$ cat src/rtl/core/page_bitmap_allocator_defines.svh
// assertion macros for the page bitmap allocator
// used by files that carry concurrent assertions, expects i_clk and i_rst_n in scope
`ifndef PAGE_BITMAP_ALLOCATOR_DEFINES_SVH
`define PAGE_BITMAP_ALLOCATOR_DEFINES_SVH
`ifndef SYNTH
`define PBA_ASSERT_IMP(lbl, ante, cons) \
    lbl: assert property (@(posedge i_clk) disable iff (!i_rst_n) (ante) |-> (cons)) \
        else $error("pba assertion failed");
`define PBA_ASSERT_NXT(lbl, ante, cons) \
    lbl: assert property (@(posedge i_clk) disable iff (!i_rst_n) (ante) |=> (cons)) \
        else $error("pba assertion failed");
`else
`define PBA_ASSERT_IMP(lbl, ante, cons)
`define PBA_ASSERT_NXT(lbl, ante, cons)
`endif
`endif

$ cat src/rtl/core/pba_pkg.sv
// shared types and constants of the page bitmap allocator
// no dependencies
package pba_pkg;

    localparam int WORD_BITS = 32;
    localparam int ABS_W     = 24;

    localparam logic [1:0]  OP_ALLOC  = 2'd0;
    localparam logic [1:0]  OP_FREE   = 2'd1;
    localparam logic [1:0]  OP_REGION = 2'd2;
    localparam logic [31:0] REGION_USABLE = 32'd1;
    localparam logic [19:0] BASE_RESET    = 20'd4096;

    typedef enum logic [3:0] {
        S_CLEAR,
        S_IDLE,
        S_REGION,
        S_CLAMP,
        S_SW_RD,
        S_SW_WR,
        S_AL_RD,
        S_AL_SCAN,
        S_DONE
    } t_state;

    typedef struct packed {
        logic       cur_free;
        logic [5:0] next_pos;
    } t_scan;

endpackage

$ cat src/rtl/core/pba_word_scan.sv
// finds the end of the run of equal bits that starts at a position in a word
// depends on pba_pkg
module pba_word_scan (
    input  logic          [31:0] i_word,
    input  logic          [5:0]  i_pos,
    output pba_pkg::t_scan       o_scan
);

    logic [31:0] diff;
    logic [31:0] masked;
    logic        cur_free;
    logic [5:0]  next_pos;

    always_comb begin
        cur_free = !i_word[i_pos[4:0]];
        diff     = cur_free ? i_word : ~i_word;
        masked   = diff & (32'hffff_ffff << i_pos[4:0]);
        next_pos = 6'd32;
        for (int i = 31; i >= 0; i--) begin
            if (masked[i]) begin
                next_pos = 6'(i);
            end
        end
    end

    assign o_scan.cur_free = cur_free;
    assign o_scan.next_pos = next_pos;

endmodule

$ cat config.mk
export PLATFORM = sky130hd
export DESIGN_NAME = pba_word_scan
export DESIGN_NICKNAME = d
export VERILOG_FILES = /design/src/rtl/core/page_bitmap_allocator_defines.svh /design/src/rtl/core/pba_pkg.sv /design/src/rtl/core/pba_word_scan.sv
export SDC_FILE = /design/constraint.sdc
export NUM_CORES = 1
export LEC_CHECK = 0
export BUFFER_PORTS_ARGS = -buffer_cell sky130_fd_sc_hd__buf_2
export CORE_ASPECT_RATIO = 1.25
export CORE_MARGIN = 2
export CORE_UTILIZATION = 40
export DETAILED_ROUTE_END_ITERATION = 7
export PLACE_DENSITY = 0.63
export SYNTH_ARGS = -nofsm -noshare
export SYNTH_HDL_FRONTEND = slang
export SYNTH_SLANG_ARGS = --single-unit
$ cat constraint.sdc
create_clock -name vclk -period 13.2
set_clock_uncertainty 0.15 [all_clocks]
set_input_delay 2.64 -clock vclk [all_inputs]
set_output_delay 2.64 -clock vclk [all_outputs]
set_load 0.03 [all_outputs]
Word level (Yosys, flattened, before mapping):

Cells that the tools add are included.

* shift operators: 1
* muxes and demuxes: 35
* bitwise operators: 2
* reductions and logical operators: 1
* $lt $le $gt $ge: 1

Operators with widths (number)
* 6-bit two-way mux: 32
* 32-bit bitwise AND: 1
* 32-bit two-way mux: 1
* 32-bit inverter: 1
* 32-bit by 5-bit << shifter with 32-bit output (first input constant): 1
* 5-bit by 6-bit less-than comparator with 1-bit output (second input constant): 1
* 1-bit binary-select mux with 5-bit select: 1
* 1-bit zero test: 1
* 1-bit two-way mux: 1

* register bits after elaboration: 0

Longest topological paths before layout:

* word-level depth: 36
* depth in mapped cells: 15
* depth with buffers taken out: 10

Least setup slack after synthesis:

OpenSTA, ideal clock, no wires.

* path kind: input to output
* start: input i_pos[1]
* end: output o_scan[1] (netlist name)
* data required time: 10410 ps
* arrival: 5359 ps
* buffers on the path: 3
* stages: 12
* slack: 5051 ps
* path through: buf_6 > buf_8 > mux2i_1 > mux4_2 > a22o_1 > nor2_4 > buf_6 > o211ai_1 > a2111oi_1 > o31a_1 > o221ai_1 > a21oi_1

RTL lines
* start, declared: RTL line pba_word_scan.sv:5 `input logic [5:0] i_pos,`
* end, declared: RTL line pba_word_scan.sv:6 `output pba_pkg::t_scan o_scan`

==> results.txt <==
- The run finished with clean final reports.
- For this run, design rule violations remaining after detail routing come to 0.
* P_leak: 0.8137 nW
* Routed wl met2: between 2000 and 3000 um
- In the routed layout, each cell is associated on average with a via count of 6.190.
- The filler cells instantiated in the layout total 497.
- The initial antenna violation count is 0.
* MaxCap Viol Count: 0
* Post-synthesis share of cell area spent on xor and xnor gates: 0.06203
- The die is 64.59 um wide.
* Routed wire length per instance: ~16 um
- The floorplan step defined a die boundary enclosing 0.005150 mm^2.
- The worst setup path is launched from a primary input.
- The initial utilization of the core area, before any placement, comes to 0.4148.
- 0 antenna diodes ended up in the layout.
- The detail route stage leaves a number of antenna-violating nets equal to 0.
* Drt pass-1 iters: 5
- Final number of hold-violating endpoints: 0
* Resize count post-CTS: 0
- Total of endpoints with negative setup slack in the final report: 0
- In this run the worst path has a maximum fanout of 31.
- Of the total synthesized cell area, the portion taken by full adders, half adders and majority gates is 0.
- Area share of the leading cell type in the synthesized netlist: 0.08180
- The completed layout was analyzed and its total power is between 100 and 150 uW.
* Total via count in the routed design: 2,210
- After synthesis, the share of cell area in mux cells is 0.1554.
* Areal power density over the cells: 54.61 mW/mm^2
* Number of unique standard cell types used by synthesis: 66
* Largest cells by area after synthesis: sky130_fd_sc_hd__mux2i_1, sky130_fd_sc_hd__a21oi_1, sky130_fd_sc_hd__nand2_1
* Category of the critical setup timing path: primary input to primary output
- Post-synthesis compound-gate area fraction: 0.3899
- Number of warnings issued by yosys: 0
- Routability-driven placement finished with a final weighted congestion of 0.8696.
- Slew margin rel.: 0.4857
* Simple logic cell fraction of the synthesized area: 0.2965
* Endpoint kind of the worst setup timing path: primary output
* M1 wire length: 2472 um
- Syn-to-layout area delta: 9.134%
- Highest routing layer actually used: met4
- The tightest min-delay check is of the primary input to primary output type.
- DR WL met3: between 300 and 400 um
- Entering global routing, the biggest net connects 32 pins.
- The HPWL after detailed placement is around 4500 um.
* Unrepaired setup endpoints after global routing: false
- Average instance area after synthesis: 6.699 um^2
* Setup Buffers After CTS: 0
- Total GRT Usage: 0.2204
- Dividing the final minimum period by the clock period gives 0.7075.
- Counting I/O delays and the setup requirement, the final critical path takes about 9.3 ns.
* Critical Path RT: 10.41 ns
- Post-synth net total: 312
- Number of global-route vias before repair: 1,953
* Drt initial violations: 174
- # clk buffers: 0
- Worst EP arrival: between 6 and 7 ns
- Total grt overflow: 0
- Cell accounting for the most synthesized area: sky130_fd_sc_hd__mux2i_1
- Peak VDD IR: 0.02690 mV
- Post-route setup TNS: 0 ns
- Post-CTS Hold Buffers: 0
- Count of boundary I/O pins: 45
* Slew of the pin with the lowest slew margin: 0.7697 ns
- The die is 79.74 um tall.
- In the layout the commonest cells are sky130_fd_sc_hd__buf_2, sky130_fd_sc_hd__nand2_1, sky130_fd_sc_hd__a21oi_1.
- FMAX: about 110 MHz
* NumNets Final: around 340
- The number of pins exceeding their max-slew limit in the final report came to 0.
- The floorplan has 27 rows.
* Most common cell after layout, fill and taps aside: sky130_fd_sc_hd__buf_2
- By area, the combinational part of the netlist is dominated by compound AO/OA/AOI/OAI gates.
- Proportion of synthesized chip area in sequential cells: 0
- Count of input and output buffers: 44
* Standard cell core area: ~0.0044 mm^2
* Drt total wl: between 5000 and 6000 um
- Registers take 0 um^2.
- Sequential cell count: 0
* Fraction of layout cells with a size suffix above 1: 0.2040
* Cells after Synth: 274
- Synth Cell Area: roughly 0.0018 mm^2
* Wire length of the first global-routing pass: 9273 um
==> worst paths after layout <==
check / from / endpoint / slack (ns) / cells after the start
setup / recovery: i_pos[1] / o_scan[3] / 3.86 / 12
hold / removal: i_word[1] / o_scan[1] / 5.71 / 5
==> Yosys cell counts, drive strengths merged, types with 4 or more instances <==
cell type  instances
nor2              18
nand2             28
nor3               7
and2               8
clkbuf             8
and3               5
o21ai             23
nand2b             5
inv               13
buf               11
o211ai             5
mux2               4
nor2b              6
xnor2             12
o21a               6
mux4               4
a22oi              5
nand3              9
mux2i             15
o2111ai            4
a211oi             4
o31ai              4
a21oi             23
==> worst max-delay path, stage by stage <==
cell                      delay (ns)
sky130_fd_sc_hd__buf_2          0.51
sky130_fd_sc_hd__mux2i_1        0.21
sky130_fd_sc_hd__mux4_2         0.54
sky130_fd_sc_hd__a22o_1         0.35
sky130_fd_sc_hd__nor2_4         0.63
sky130_fd_sc_hd__inv_4          0.26
sky130_fd_sc_hd__xnor2_1        0.22
sky130_fd_sc_hd__and2_4         0.18
sky130_fd_sc_hd__or4b_4         0.49
sky130_fd_sc_hd__o21ai_0        0.16
sky130_fd_sc_hd__and2_1         0.13
sky130_fd_sc_hd__buf_2          0.19
==> per-stage QoR <==
stage               instances  setup WS [ns]  hold WS, ns  cell area, um^2  utilization
finish                    357          3.861        5.708             2003       0.4526
floorplan                 274          5.051        5.534             1836            -
global placement          357          3.899        5.710             2003       0.4526
detailed placement        357          3.902        5.706             2003       0.4526
CTS                       357          3.906        5.716             2003       0.4526
global route              357          3.675        5.823             2003       0.4526
==> kinds of logic (layout without fill, tap and decap cells) <==
| logic type | after synthesis | count (layout) |
|---|---|---|
| AOI/OAI and AO/OA | 104 | 104 |
| muxes | 23 | 23 |
| xor gates and xnor gates | 13 | 13 |
| buffers and inverters | 32 | 57 |
| and+or+nand+nor | 102 | 102 |
==> where the power goes <==
part | total, mW | switching (mW) | internal (mW)
Combinational | 0.109 | 0.0667 | 0.0427
Sequential | 0 | 0 | 0
Clock | 0 | 0 | 0
==> area by class of cell <==
class                      count  area (um^2)  share of cell area
multi-input combinational    242         1659              0.8282
tap                           58        72.57             0.03623
timing repair buffer          44        220.2              0.1099
inverter                      13        51.30             0.02561
==> per-layer routing <==
metal | global-route usage | up-vias
li1 | - | 1089
met1 | 0.2840 | 1026
met2 | 0.4104 | 87
met3 | 0.007052 | 8
met4 | 0.03617 | 0
met5 | 0 | -
No activity file was read; power rests on OpenSTA's default activity.
